## src/rtl/core/assert_macros.svh

```systemverilog
// ---------------------------------------------------------------------------
// Assertion macros
// Shared concurrent assertion forms, sampled at the rising clock edge and
// disabled while the synchronous active-low reset is applied.
// ---------------------------------------------------------------------------
`ifndef ASSERT_MACROS_SVH
`define ASSERT_MACROS_SVH

// Consequent must hold in the same cycle as the antecedent.
`define SFRC_ASSERT_SAME(label, clk, rst_n, ante, cons) \
  label: assert property (@(posedge clk) disable iff (!rst_n) (ante) |-> (cons)) \
    else $error("assertion violated");

// Consequent must hold in the cycle after the antecedent.
`define SFRC_ASSERT_NEXT(label, clk, rst_n, ante, cons) \
  label: assert property (@(posedge clk) disable iff (!rst_n) (ante) |=> (cons)) \
    else $error("assertion violated");

`endif

```

## src/rtl/core/sfrc_pkg.sv

```systemverilog
// ---------------------------------------------------------------------------
// sfrc_pkg
// Types, codes and the CRC-8 update shared by the stuffed frame receiver.
// ---------------------------------------------------------------------------
`default_nettype none

package sfrc_pkg;

  localparam int unsigned ApbDataW = 32;
  localparam int unsigned ApbAddrW = 4;
  localparam int unsigned ByteW    = 8;

  localparam logic [7:0] CrcInit = 8'hFF;
  localparam logic [7:0] CrcMsb  = 8'h80;
  localparam logic [7:0] CrcPoly = 8'h31;

  localparam logic [7:0] StartResetVal  = 8'd2;
  localparam logic [7:0] EndResetVal    = 8'd3;
  localparam logic [7:0] EscapeResetVal = 8'd16;

  typedef enum logic [1:0] {
    REG_START  = 2'd0,
    REG_END    = 2'd1,
    REG_ESCAPE = 2'd2,
    REG_NONE   = 2'd3
  } sfrc_reg_idx_t;

  typedef enum logic [1:0] {
    PH_IDLE = 2'd0,
    PH_BODY = 2'd1,
    PH_ESC  = 2'd2
  } sfrc_phase_t;

  typedef enum logic {
    KIND_PAYLOAD = 1'b0,
    KIND_STATUS  = 1'b1
  } sfrc_kind_t;

  typedef enum logic [1:0] {
    STAT_GOOD     = 2'd0,
    STAT_CRC_ERR  = 2'd1,
    STAT_TOO_LONG = 2'd2,
    STAT_EMPTY    = 2'd3
  } sfrc_status_t;

  typedef struct packed {
    logic [7:0] start_marker;
    logic [7:0] end_marker;
    logic [7:0] escape_marker;
  } sfrc_cfg_t;

  typedef struct packed {
    sfrc_phase_t phase;
    logic [7:0]  byte_count;
    logic        overflow;
  } sfrc_stat_t;

  // One byte of CRC-8, MSB first, no final XOR.
  function automatic logic [7:0] crc8_feed(input logic [7:0] crc, input logic [7:0] b);
    logic [7:0] c;
    c = crc ^ b;
    for (int k = 0; k < 8; k++) begin
      if ((c & CrcMsb) != 8'd0) begin
        c = {c[6:0], 1'b0} ^ CrcPoly;
      end else begin
        c = {c[6:0], 1'b0};
      end
    end
    return c;
  endfunction

endpackage

`default_nettype wire

```

## src/rtl/core/sfrc_if.sv

```systemverilog
// ---------------------------------------------------------------------------
// sfrc_in_if / sfrc_out_if
// Valid/ready channels for line bytes and for receiver results.
// ---------------------------------------------------------------------------
`default_nettype none

interface sfrc_in_if;
  logic       valid;
  logic       ready;
  logic [7:0] line_byte;

  modport source (output valid, output line_byte, input ready);
  modport sink   (input valid, input line_byte, output ready);
endinterface

interface sfrc_out_if;
  logic       valid;
  logic       ready;
  logic [7:0] payload_byte;
  logic       result_kind;
  logic [1:0] frame_status;

  modport source (output valid, output payload_byte, output result_kind,
                  output frame_status, input ready);
  modport sink   (input valid, input payload_byte, input result_kind,
                  input frame_status, output ready);
endinterface

`default_nettype wire

```

## src/rtl/core/sfrc_cfg_regs.sv

```systemverilog
// ---------------------------------------------------------------------------
// sfrc_cfg_regs
// APB register file holding the start, end and escape marker values.
// ---------------------------------------------------------------------------
`default_nettype none

module sfrc_cfg_regs
  import sfrc_pkg::*;
(
  input  wire logic                clk,
  input  wire logic                rst_n,
  input  wire logic                psel,
  input  wire logic                penable,
  input  wire logic                pwrite,
  input  wire logic [ApbAddrW-1:0] paddr,
  input  wire logic [ApbDataW-1:0] pwdata,
  output logic      [ApbDataW-1:0] prdata,
  output logic                     pready,
  output sfrc_cfg_t                cfg
);

  sfrc_cfg_t     cfg_r;
  sfrc_cfg_t     cfg_nxt;
  sfrc_reg_idx_t idx;
  logic          wr_en;

  assign idx    = sfrc_reg_idx_t'(paddr[3:2]);
  assign wr_en  = psel & penable & pwrite;
  assign pready = 1'b1;
  assign cfg    = cfg_r;

  always_comb begin
    cfg_nxt = cfg_r;
    if (wr_en) begin
      unique case (idx)
        REG_START:  cfg_nxt.start_marker  = pwdata[7:0];
        REG_END:    cfg_nxt.end_marker    = pwdata[7:0];
        REG_ESCAPE: cfg_nxt.escape_marker = pwdata[7:0];
        default:    cfg_nxt = cfg_r;
      endcase
    end
  end

  always_comb begin
    unique case (idx)
      REG_START:  prdata = {{(ApbDataW-ByteW){1'b0}}, cfg_r.start_marker};
      REG_END:    prdata = {{(ApbDataW-ByteW){1'b0}}, cfg_r.end_marker};
      REG_ESCAPE: prdata = {{(ApbDataW-ByteW){1'b0}}, cfg_r.escape_marker};
      default:    prdata = '0;
    endcase
  end

  always_ff @(posedge clk) begin
    if (!rst_n) begin
      cfg_r.start_marker  <= StartResetVal;
      cfg_r.end_marker    <= EndResetVal;
      cfg_r.escape_marker <= EscapeResetVal;
    end else begin
      cfg_r <= cfg_nxt;
    end
  end

endmodule

`default_nettype wire

```

## src/rtl/core/sfrc_deframe.sv

```systemverilog
// ---------------------------------------------------------------------------
// sfrc_deframe
// Input register, frame state with combinational CRC update, result register.
// ---------------------------------------------------------------------------
`default_nettype none

module sfrc_deframe
  import sfrc_pkg::*;
#(
  parameter int unsigned MAX_FRAME_BYTES = 64
) (
  input  wire logic       clk,
  input  wire logic       rst_n,
  input  wire sfrc_cfg_t  cfg,
  sfrc_in_if.sink         in_bus,
  sfrc_out_if.source      out_bus,
  output sfrc_stat_t      stat
);

  localparam logic [7:0] MaxBytes = 8'(MAX_FRAME_BYTES);

  // Input register.
  logic        stage_valid_r;
  logic [7:0]  stage_byte_r;

  // Frame state.
  sfrc_phase_t phase_r,      phase_nxt;
  logic [7:0]  crc_r,        crc_nxt;
  logic [7:0]  held_r,       held_nxt;
  logic        held_valid_r, held_valid_nxt;
  logic [7:0]  count_r,      count_nxt;
  logic        ovf_r,        ovf_nxt;

  // Result register.
  logic        out_valid_r;
  logic [7:0]  out_payload_r;
  logic        out_kind_r;
  logic [1:0]  out_status_r;

  logic        fire;
  logic        res_valid;
  logic [7:0]  res_payload;
  sfrc_kind_t  res_kind;
  sfrc_status_t res_status;

  assign fire         = stage_valid_r & (~out_valid_r | out_bus.ready);
  assign in_bus.ready = ~stage_valid_r | fire;

  assign out_bus.valid        = out_valid_r;
  assign out_bus.payload_byte = out_payload_r;
  assign out_bus.result_kind  = out_kind_r;
  assign out_bus.frame_status = out_status_r;

  assign stat.phase      = phase_r;
  assign stat.byte_count = count_r;
  assign stat.overflow   = ovf_r;

  always_comb begin
    logic take;
    phase_nxt      = phase_r;
    crc_nxt        = crc_r;
    held_nxt       = held_r;
    held_valid_nxt = held_valid_r;
    count_nxt      = count_r;
    ovf_nxt        = ovf_r;
    res_valid      = 1'b0;
    res_payload    = 8'd0;
    res_kind       = KIND_PAYLOAD;
    res_status     = STAT_GOOD;
    take           = 1'b0;

    unique case (phase_r)
      PH_ESC: begin
        phase_nxt = PH_BODY;
        take      = 1'b1;
      end
      PH_BODY: begin
        if (stage_byte_r == cfg.escape_marker) begin
          phase_nxt = PH_ESC;
        end else if (stage_byte_r == cfg.end_marker) begin
          phase_nxt  = PH_IDLE;
          res_valid  = 1'b1;
          res_kind   = KIND_STATUS;
          if (ovf_r) begin
            res_status = STAT_TOO_LONG;
          end else if (count_r == 8'd0) begin
            res_status = STAT_EMPTY;
          end else if (held_r == crc_r) begin
            res_status = STAT_GOOD;
          end else begin
            res_status = STAT_CRC_ERR;
          end
        end else begin
          take = 1'b1;
        end
      end
      default: begin
        phase_nxt = PH_IDLE;
        if (stage_byte_r == cfg.start_marker) begin
          phase_nxt      = PH_BODY;
          crc_nxt        = CrcInit;
          held_nxt       = 8'd0;
          held_valid_nxt = 1'b0;
          count_nxt      = 8'd0;
          ovf_nxt        = 1'b0;
        end
      end
    endcase

    // A frame byte goes into the holding slot and pushes the previous one out.
    if (take) begin
      if (count_r >= MaxBytes) begin
        ovf_nxt = 1'b1;
      end else begin
        count_nxt      = count_r + 8'd1;
        held_nxt       = stage_byte_r;
        held_valid_nxt = 1'b1;
        if (held_valid_r) begin
          crc_nxt     = crc8_feed(crc_r, held_r);
          res_valid   = 1'b1;
          res_payload = held_r;
        end
      end
    end
  end

  always_ff @(posedge clk) begin
    if (!rst_n) begin
      stage_valid_r <= 1'b0;
    end else if (in_bus.ready) begin
      stage_valid_r <= in_bus.valid;
    end
  end

  always_ff @(posedge clk) begin
    if (in_bus.ready & in_bus.valid) begin
      stage_byte_r <= in_bus.line_byte;
    end
  end

  always_ff @(posedge clk) begin
    if (!rst_n) begin
      phase_r      <= PH_IDLE;
      crc_r        <= CrcInit;
      held_r       <= 8'd0;
      held_valid_r <= 1'b0;
      count_r      <= 8'd0;
      ovf_r        <= 1'b0;
    end else if (fire) begin
      phase_r      <= phase_nxt;
      crc_r        <= crc_nxt;
      held_r       <= held_nxt;
      held_valid_r <= held_valid_nxt;
      count_r      <= count_nxt;
      ovf_r        <= ovf_nxt;
    end
  end

  always_ff @(posedge clk) begin
    if (!rst_n) begin
      out_valid_r <= 1'b0;
    end else if (fire & res_valid) begin
      out_valid_r <= 1'b1;
    end else if (out_bus.ready) begin
      out_valid_r <= 1'b0;
    end
  end

  always_ff @(posedge clk) begin
    if (fire & res_valid) begin
      out_payload_r <= res_payload;
      out_kind_r    <= res_kind;
      out_status_r  <= res_status;
    end
  end

endmodule

`default_nettype wire

```

## src/rtl/core/stuffed_frame_receiver_crc8_unit.sv

```systemverilog
// ---------------------------------------------------------------------------
// stuffed_frame_receiver_crc8_unit
// Byte-stuffed frame receiver with trailing CRC-8 check and frame status.
// ---------------------------------------------------------------------------
//
//  Channel | Direction | Contents
//  --------+-----------+------------------------------------------------------
//  in_bus  | sink      | line_byte: one raw byte from the serial line
//  out_bus | source    | payload_byte, result_kind, frame_status
//  cfg_*   | APB slave | start, end and escape marker registers at 0x0/0x4/0x8
//
//  A line byte is taken every cycle while the input ready is high; its result,
//  if it has one, passes from the input register to the result register.
//  The CRC-8 update of one byte is done combinationally between the two.
//  Reset is synchronous and active low; markers return to 2, 3 and 16.
//  A stalled result holds the working stage; one more request fits in the
//  input register before the input ready drops.
//
//  While idle, bytes are dropped until the start marker. Inside a frame an
//  escape makes the next byte literal and an unescaped end marker closes the
//  frame with a status request on the result channel. Frame bytes are passed
//  on one byte late so the trailing CRC byte is held back and compared with
//  the running CRC at the end marker. Once MAX_FRAME_BYTES frame bytes have
//  been counted, further bytes are dropped and the frame reports too long.
// ---------------------------------------------------------------------------
`default_nettype none

module stuffed_frame_receiver_crc8_unit
  import sfrc_pkg::*;
#(
  parameter int unsigned MAX_FRAME_BYTES = 64
) (
  input  wire logic                clk,
  input  wire logic                rst_n,
  sfrc_in_if.sink                  in_bus,
  sfrc_out_if.source               out_bus,
  input  wire logic                cfg_psel,
  input  wire logic                cfg_penable,
  input  wire logic                cfg_pwrite,
  input  wire logic [ApbAddrW-1:0] cfg_paddr,
  input  wire logic [ApbDataW-1:0] cfg_pwdata,
  output logic      [ApbDataW-1:0] cfg_prdata,
  output logic                     cfg_pready
);

`include "assert_macros.svh"

  localparam logic [7:0] MaxBytes = 8'(MAX_FRAME_BYTES);

  // Marker values as seen by the deframer.
  sfrc_cfg_t  cfg;
  // Frame bookkeeping exported for checking.
  sfrc_stat_t stat;

  sfrc_cfg_regs u_cfg_regs (
    .clk     (clk),
    .rst_n   (rst_n),
    .psel    (cfg_psel),
    .penable (cfg_penable),
    .pwrite  (cfg_pwrite),
    .paddr   (cfg_paddr),
    .pwdata  (cfg_pwdata),
    .prdata  (cfg_prdata),
    .pready  (cfg_pready),
    .cfg     (cfg)
  );

  sfrc_deframe #(
    .MAX_FRAME_BYTES (MAX_FRAME_BYTES)
  ) u_deframe (
    .clk     (clk),
    .rst_n   (rst_n),
    .cfg     (cfg),
    .in_bus  (in_bus),
    .out_bus (out_bus),
    .stat    (stat)
  );

  // The frame byte counter saturates at the limit.
  `SFRC_ASSERT_SAME(a_count_limit, clk, rst_n, 1'b1, stat.byte_count <= MaxBytes)
  // Overflow is only ever raised after the counter has reached the limit.
  `SFRC_ASSERT_SAME(a_ovf_full, clk, rst_n, stat.overflow, stat.byte_count == MaxBytes)
  // A payload result never carries a status code, and a status result no data.
  `SFRC_ASSERT_SAME(a_payload_clean, clk, rst_n,
                    out_bus.valid && (out_bus.result_kind == KIND_PAYLOAD),
                    out_bus.frame_status == STAT_GOOD)
  `SFRC_ASSERT_SAME(a_status_clean, clk, rst_n,
                    out_bus.valid && (out_bus.result_kind == KIND_STATUS),
                    out_bus.payload_byte == 8'd0)

endmodule

`default_nettype wire
```

## src/flat_wrapper.sv

```systemverilog
// flat-port wrapper written by rule: the top's interface ports become plain ports
module stuffed_frame_receiver_crc8_unit_flat import sfrc_pkg::*;
#(
  parameter int unsigned MAX_FRAME_BYTES = 64
)
  (clk, rst_n, cfg_psel, cfg_penable, cfg_pwrite, cfg_paddr, cfg_pwdata, cfg_prdata, cfg_pready, in_bus_valid, in_bus_line_byte, in_bus_ready, out_bus_valid, out_bus_payload_byte, out_bus_result_kind, out_bus_frame_status, out_bus_ready);
  sfrc_in_if in_bus_i ();
  sfrc_out_if out_bus_i ();
  input  wire logic clk;
  input  wire logic rst_n;
  input  wire logic cfg_psel;
  input  wire logic cfg_penable;
  input  wire logic cfg_pwrite;
  input  wire logic [ApbAddrW-1:0] cfg_paddr;
  input  wire logic [ApbDataW-1:0] cfg_pwdata;
  output logic      [ApbDataW-1:0] cfg_prdata;
  output logic cfg_pready;
  input wire logic [$bits(in_bus_i.valid)-1:0] in_bus_valid;
  input wire logic [$bits(in_bus_i.line_byte)-1:0] in_bus_line_byte;
  output wire logic [$bits(in_bus_i.ready)-1:0] in_bus_ready;
  output wire logic [$bits(out_bus_i.valid)-1:0] out_bus_valid;
  output wire logic [$bits(out_bus_i.payload_byte)-1:0] out_bus_payload_byte;
  output wire logic [$bits(out_bus_i.result_kind)-1:0] out_bus_result_kind;
  output wire logic [$bits(out_bus_i.frame_status)-1:0] out_bus_frame_status;
  input wire logic [$bits(out_bus_i.ready)-1:0] out_bus_ready;
  assign in_bus_i.valid = in_bus_valid;
  assign in_bus_i.line_byte = in_bus_line_byte;
  assign in_bus_ready = in_bus_i.ready;
  assign out_bus_valid = out_bus_i.valid;
  assign out_bus_payload_byte = out_bus_i.payload_byte;
  assign out_bus_result_kind = out_bus_i.result_kind;
  assign out_bus_frame_status = out_bus_i.frame_status;
  assign out_bus_i.ready = out_bus_ready;
  stuffed_frame_receiver_crc8_unit #(.MAX_FRAME_BYTES(MAX_FRAME_BYTES)) u_core (.clk(clk), .rst_n(rst_n), .in_bus(in_bus_i), .out_bus(out_bus_i), .cfg_psel(cfg_psel), .cfg_penable(cfg_penable), .cfg_pwrite(cfg_pwrite), .cfg_paddr(cfg_paddr), .cfg_pwdata(cfg_pwdata), .cfg_prdata(cfg_prdata), .cfg_pready(cfg_pready));
endmodule
```

## config.mk

```make
export PLATFORM = sky130hd
export DESIGN_NAME = stuffed_frame_receiver_crc8_unit_flat
export DESIGN_NICKNAME = d
export VERILOG_FILES = /design/src/rtl/core/sfrc_pkg.sv /design/src/rtl/core/sfrc_if.sv /design/src/rtl/core/sfrc_cfg_regs.sv /design/src/rtl/core/sfrc_deframe.sv /design/src/rtl/core/stuffed_frame_receiver_crc8_unit.sv /design/src/flat_wrapper.sv
export VERILOG_INCLUDE_DIRS = /design/src /design/src/rtl/core
export SDC_FILE = /design/constraint.sdc
export NUM_CORES = 1
export LEC_CHECK = 0
export ABC_AREA = 1
export BUFFER_PORTS_ARGS = -buffer_cell sky130_fd_sc_hd__buf_2
export CAP_MARGIN = 0
export CORE_UTILIZATION = 55
export CTS_CLUSTER_DIAMETER = 40
export DETAILED_ROUTE_END_ITERATION = 8
export PLACE_DENSITY = 0.81
export SLEW_MARGIN = 0
export SYNTH_ARGS = -nofsm -noshare
export SYNTH_HDL_FRONTEND = slang
export SYNTH_SLANG_ARGS = --single-unit
```

## constraint.sdc

```tcl
create_clock -name clk -period 2.85 [get_ports clk]
set_clock_uncertainty 0.15 [all_clocks]
set_input_delay 0.4275 -clock clk [delete_from_list [all_inputs] [get_ports clk]]
set_output_delay 0.4275 -clock clk [all_outputs]
set_load 0.02 [all_outputs]
```

# Word level (Yosys, flattened, before mapping)
# Cells that the tools add are included.
[classes]
n_addsub = 1
order_cmp = 1
n_eq_ne = 9
muxes = 69
bitwise_logic = 22
n_reduce_logical = 11
[ops]
columns = ["op", "count"]
rows = [
  ["two-way mux 8 bit", 34],
  ["two-way mux 6 bit", 8],
  ["equality test 8 bit", 4],
  ["inverter 3 bit", 8],
  ["one-hot mux 8 bit (3 select lines)", 1],
  ["two-way mux 1 bit", 20],
  ["adder 8 x 1 -> 8 bit, second input constant", 1],
  ["greater-or-equal comparator 8 x 7 -> 1 bit, second input constant", 1],
  ["logical NOT 8 bit", 1],
  ["two-way mux 2 bit", 4],
  ["AND reduction 2 bit", 4],
  ["XOR 8 bit", 1],
  ["inverter 1 bit", 6],
  ["OR reduction 3 bit", 2],
  ["AND 1 bit", 5],
  ["equality test 2 x 1 -> 1 bit, second input constant", 2],
  ["equality test 2 bit, second input constant", 2],
  ["one-hot mux 2 bit (2 select lines)", 1],
  ["OR reduction 4 bit", 1],
  ["inequality test 3 bit, second input constant", 1],
  ["logical NOT 2 bit", 1],
  ["OR 1 bit", 2],
  ["one-hot mux 1 bit (2 select lines)", 1],
  ["nonzero test 2 bit", 1],
  ["OR reduction 2 bit", 1],
]
[totals]
regBits = 73
inputBits = 51
output_inout_bits = 46
wordCells = 129

# Longest topological paths before layout
[depth]
word_depth = 41
depth_mapped = 14
depth_no_buf = 13

# Cells and area by module
# A second synthesis with hierarchy kept.
[unflattened]
hier_cells = 699
hier_area_um2 = 4740.8
[by_module_without_submodules]
columns = ["mod", "n_inst", "cells_per_inst", "area_each_um2", "seq_area_each_um2"]
rows = [
  ["sfrc_deframe", 1, 493, 3384.5, 1171.1],
  ["sfrc_cfg_regs", 1, 206, 1356.3, 480.5],
]

# Worst setup path before layout
# Ideal clock, no wire load.
[synth_path]
path_type = "reg2reg"
startpoint = "reg u_core.u_deframe.phase_r[0]"
endpoint = "reg u_core.u_deframe.out_status_r[0], in the netlist u_core.u_deframe.out_bus.frame_status[0], enable pin"
setup_time_ps = 339
arrival_ps = 1518
required_time_ps = 2361
path_slack_ps = 843
stages_incl_launch_ff = 10
path_buffers = 0
synth_period_minus_slack_ps = 2007
cell_sequence = "dfxtp_1 -> inv_1 -> ha_1 -> inv_1 -> nand2_1 -> nand2_4 -> nand2_4 -> nand2_1 -> nand2_1 -> inv_1"
[synth_between]
elab_chain_len = 6
word_cells_on_any_way = 8
classes_between = "eq/ne: 2; mux: 5; bitwise: 1"
[synth_rtl]
columns = ["item", "line_no", "rtl"]
rows = [
  ["from (decl)", "sfrc_deframe.sv:27", "sfrc_phase_t phase_r, phase_nxt;"],
  ["from (signal assigned)", "sfrc_deframe.sv:150", "phase_r <= phase_nxt;"],
  ["equality test 2 x 1 -> 1 bit", "sfrc_deframe.sv:72", "unique case (phase_r)"],
  ["two-way mux 1 bit", "n/a", ""],
  ["two-way mux 1 bit", "sfrc_deframe.sv:118", "if (held_valid_r) begin"],
  ["two-way mux 1 bit", "sfrc_deframe.sv:112", "if (count_r >= MaxBytes) begin"],
  ["two-way mux 1 bit (*)", "sfrc_deframe.sv:111", "if (take) begin"],
  ["AND 1 bit (*)", "sfrc_deframe.sv:170", "if (fire & res_valid) begin"],
  ["to (signal assigned)", "sfrc_deframe.sv:173", "out_status_r <= res_status;"],
  ["to (decl)", "sfrc_deframe.sv:38", "logic [1:0] out_status_r;"],
]
# Mark *: on every way between the ends. The rest lies on a longest branch, timed or not.
# A chain may end at the register's enable or synchronous reset.

# Worst setup path in the final report
[layout_path]
startpoint = "reg u_core.u_deframe.stage_byte_r[3]"
endpoint = "reg u_core.u_deframe.out_payload_r[0], in the netlist u_core.u_deframe.out_bus.payload_byte[0], enable pin"
[layout_between]
elab_chain_len = 8
word_cells_on_any_way = 12
classes_between = "eq/ne: 2; mux: 9; bitwise: 1"
[layout_rtl]
columns = ["item", "line_no", "rtl"]
rows = [
  ["from (decl)", "sfrc_deframe.sv:24", "logic [7:0] stage_byte_r;"],
  ["from (signal assigned)", "sfrc_deframe.sv:137", "stage_byte_r <= in_bus.line_byte;"],
  ["equality test 8 bit", "sfrc_deframe.sv:80", "end else if (stage_byte_r == cfg.end_marker) begin"],
  ["two-way mux 1 bit", "sfrc_deframe.sv:80", ""],
  ["two-way mux 1 bit", "sfrc_deframe.sv:78", "if (stage_byte_r == cfg.escape_marker) begin"],
  ["two-way mux 1 bit", "n/a", ""],
  ["two-way mux 1 bit", "sfrc_deframe.sv:118", ""],
  ["two-way mux 1 bit", "sfrc_deframe.sv:112", ""],
  ["two-way mux 1 bit (*)", "sfrc_deframe.sv:111", ""],
  ["AND 1 bit (*)", "sfrc_deframe.sv:170", ""],
  ["to (signal assigned)", "sfrc_deframe.sv:171", "out_payload_r <= res_payload;"],
  ["to (decl)", "sfrc_deframe.sv:36", "logic [7:0] out_payload_r;"],
]
# Marks and branches as above.

==> results.txt <==
Post-DP HPWL -> 7570 um
DR pass1 iterations -> 5
Compound-Gate Fraction of Synth Area -> 0.106
Final std cells w/o fill -> 789
Gr ovfl total -> 0
Count leader, synth -> nand2_1
Die Width -> 92.4 um
Leakage power -> 2.21 nW
Synth area leaders -> dfxtp_1, nand2_1, edfxtp_1
Placer Congestion -> 0.965
CTS H-tree depth -> 3
Via count -> 4189
Std-Cell Rows -> 32
Dominant cell type by area after synthesis -> dfxtp_1
Worst EP arrival -> 2.35 ns
Core area -> 0.00781 sq mm
Initial DRC count -> 311
Main synth FF type -> dfxtp_1
Final Core Density -> 0.626
Inserted Clock Buffers -> 9
Outcome -> finished, final reports clean
Layout overhead on the synthesized area -> 8.74%
CP delay by family, top -> simple AND/OR/NAND/NOR gates
Max-slew headroom -> 0.658
Final nets -> 737
RSZ-0062 raised after global routing -> false
Hold Buf Count CTS -> 0
Ports -> 97
Fin. Hold Viols -> 0
Fraction of layout cells with a size suffix above 1 -> 0.160
Power density over the cells -> 457 mW/mm^2
Gr usage total -> 0.264
CP required -> 2.71 ns
Seq/Total Area, Yosys -> 0.367
Peak VDD IR -> 0.294 mV
Pin count of the biggest net entering global routing -> 28
CP Capture Type -> flip-flop
Number of global-route vias before repair -> 3894
Slew Viols, Final -> 0
DR WL/cell -> 13.4 um
Residual DRC count -> 0
Slowest-stage cell, CP -> edfxtp_1
Max Root-Sink Buffers -> 2
Cell variety after synth -> 37
Largest family of logic cells by synthesized area -> simple AND/OR/NAND/NOR gates
R2R Setup Slk -> 0.36 ns
Critical Path Sink -> u_core.u_deframe.out_bus.payload_byte[0]$_SDFFCE_PP0P_
R2R Path End -> u_core.u_deframe.out_bus.payload_byte[0]$_SDFFCE_PP0P_
Antenna violations before repair -> 0
Post-synthesis cell count -> 639
WP buf/inv -> 1
Post-synth ARST share -> 0
Antenna-violating nets left -> 0
# Max-Cap Violations -> 0
Root buffer cell -> clkbuf_8
Post-CTS setup buffers -> 0
Fillcell total -> 708
Seq cells post-synth -> 73
Die span in y -> 92.4 um
Final setup vio count -> 0
CTS tree -> done
# placed instances -> 773
Adder-cell share of the synthesized area -> 0.0111
Reg2reg path depth -> 10
IO buf count -> 45
Clock Latency Late Sink -> 0.35 ns
Tcrit/Tclk final -> 0.874
Initial Util -> 0.576
Number of synthesized flops with an enable pin -> 19
Worst-margin pin slew -> 0.509 ns
Clk sinks -> 73
CTS clock-pin slew for the worst setup and hold paths -> 0.08 ns
Cts repair resizes -> 0
Post-synth top cells -> nand2_1, nor2_1, inv_1
Post-Synth Simple-Gate Area -> 0.322
Setup_tns -> 0 ns
Avg Vias per Cell -> 5.31
Tmin final -> 2.49 ns
Max Freq -> 0.401 GHz
Multiplexer area fraction after synthesis -> 0
CP most frequent cell -> nand2_1
Area fraction of the dominant cell type after synthesis -> 0.241
Ant diodes -> 0
CP Launch Type -> flip-flop
Critical Setup Path Class -> reg -> reg
R2r startpoint -> u_core.u_deframe.stage_byte_r[3]$_DFFE_PP_
Syn_area_per_cell -> 7.03 sq um
Critical path's largest stage delay -> 0.54 ns
CP Cell Sequence -> xnor2_1, nand2_1, nor2_2, nand2_2, nand4_4, nand2_4, nand2_4, nand2_1, nand2_1, inv_1
Final wirelength -> 10600 um
Yosys warning count -> 0
Die area -> 0.00854 sq mm
First-pass GRT wire length -> 17700 um
Post-Syn Area -> 0.00449 sq mm
WP depth -> 10
Critical path launch point -> u_core.u_deframe.stage_byte_r[3]$_DFFE_PP_
Crit-path max FO -> 14
Post-Synth XOR/XNOR Area -> 0.0638
Type of the tightest min-delay check -> in -> reg
-- power by group --
group	switching [mW]	internal (mW)	total [mW]
clock	0.396	0.421	0.817
sequential	0.0346	1.09	1.12
combinational	0.195	0.0976	0.292
-- layer usage --
layer  GRT usage  part of all wire  vias up
li1            -                 -     2068
met1       0.355              0.46     1910
met2       0.421              0.45      192
met3      0.0542             0.077       19
met4      0.0859             0.017        0
met5           0                 0        -
-- how the worst min path moves through the flow --
stage | from | to | slack, ns | cells past startpoint
6_report | in_bus_line_byte[2] | u_core.u_deframe.stage_byte_r[2]$_DFFE_PP_ | 0.1 | 1
3_3_place_gp | u_core.u_deframe.count_r[7]$_SDFFE_PN0P_ | u_core.u_deframe.count_r[7]$_SDFFE_PN0P_ | 0.27 | 2
4_1_cts | in_bus_line_byte[4] | u_core.u_deframe.stage_byte_r[4]$_DFFE_PP_ | 0.09 | 1
5_1_grt | in_bus_line_byte[2] | u_core.u_deframe.stage_byte_r[2]$_DFFE_PP_ | 0.09 | 1
3_5_place_dp | u_core.u_deframe.count_r[7]$_SDFFE_PN0P_ | u_core.u_deframe.count_r[7]$_SDFFE_PN0P_ | 0.28 | 2
2_1_floorplan | u_core.u_deframe.count_r[7]$_SDFFE_PN0P_ | u_core.u_deframe.count_r[7]$_SDFFE_PN0P_ | 0.27 | 2
-- area by class of cell --
class / instances / area, sq um / area share
Inverter: 65 / 244 / 0.0499
Multi-Input combinational cell: 476 / 2350 / 0.482
Sequential cell: 73 / 1650 / 0.338
Timing Repair Buffer: 57 / 315 / 0.0645
Tap cell: 102 / 128 / 0.0261
Clock buffer: 10 / 138 / 0.0282
Clock inverter: 6 / 57.6 / 0.0118
-- registers in the layout, summed over array words and instances (netlist names) --
name,cells
u_core.u_cfg_regs.cfg,24
u_core.u_deframe.count_r,8
u_core.u_deframe.crc_r,8
u_core.u_deframe.held_r,8
u_core.u_deframe.out_bus.payload_byte,8
u_core.u_deframe.stage_byte_r,8
u_core.u_deframe.out_bus.frame_status,2
u_core.u_deframe.phase_r,2
u_core.u_deframe.held_valid_r,1
u_core.u_deframe.out_bus.result_kind,1
u_core.u_deframe.out_bus.valid,1
u_core.u_deframe.ovf_r,1
u_core.u_deframe.stage_valid_r,1
-- worst register-to-register path, stage by stage, from the launching register on --
cell and delay, ns:
edfxtp_1 0.54, xnor2_1 0.19, nand2_1 0.11, nor2_2 0.06
nand2_2 0.09, nand4_4 0.26, nand2_4 0.16, nand2_4 0.05
nand2_1 0.06, nand2_1 0.15, inv_1 0.33
-- cell families (layout without fill, tap and decap cells) --
| logic type | count (synthesis) | in the layout |
|---|---|---|
| simple gates | 336 | 336 |
| buf+inv | 113 | 138 |
| compound gates | 80 | 80 |
| flops | 73 | 73 |
| xor+xnor | 31 | 31 |
| fa+ha+maj | 4 | 4 |
| other cells | 2 | 25 |
-- per-stage QoR --
step | hold slack (ns) | power, mW | setup WS, ns | instance area [sq um]
5_1_grt | 0.0865 | 2.32 | 0.243 | 4890
4_1_cts | 0.0903 | 2.24 | 0.394 | 4890
6_report | 0.0995 | 2.23 | 0.358 | 4890
3_3_place_gp | 0.274 | 1.42 | 0.477 | 4690
2_1_floorplan | 0.265 | 1.39 | 0.843 | 4580
3_5_place_dp | 0.281 | 1.43 | 0.416 | 4690
-- layout by cell type (no fill, tap or decap), drive strengths merged, types with 25 or more instances in the layout --
cell,instances
a21oi,37
buf,57
conb,25
dfxtp,54
inv,62
nand2,193
nand3,53
nor2,78
o21ai,30
(Power assumes the default switching activity.)
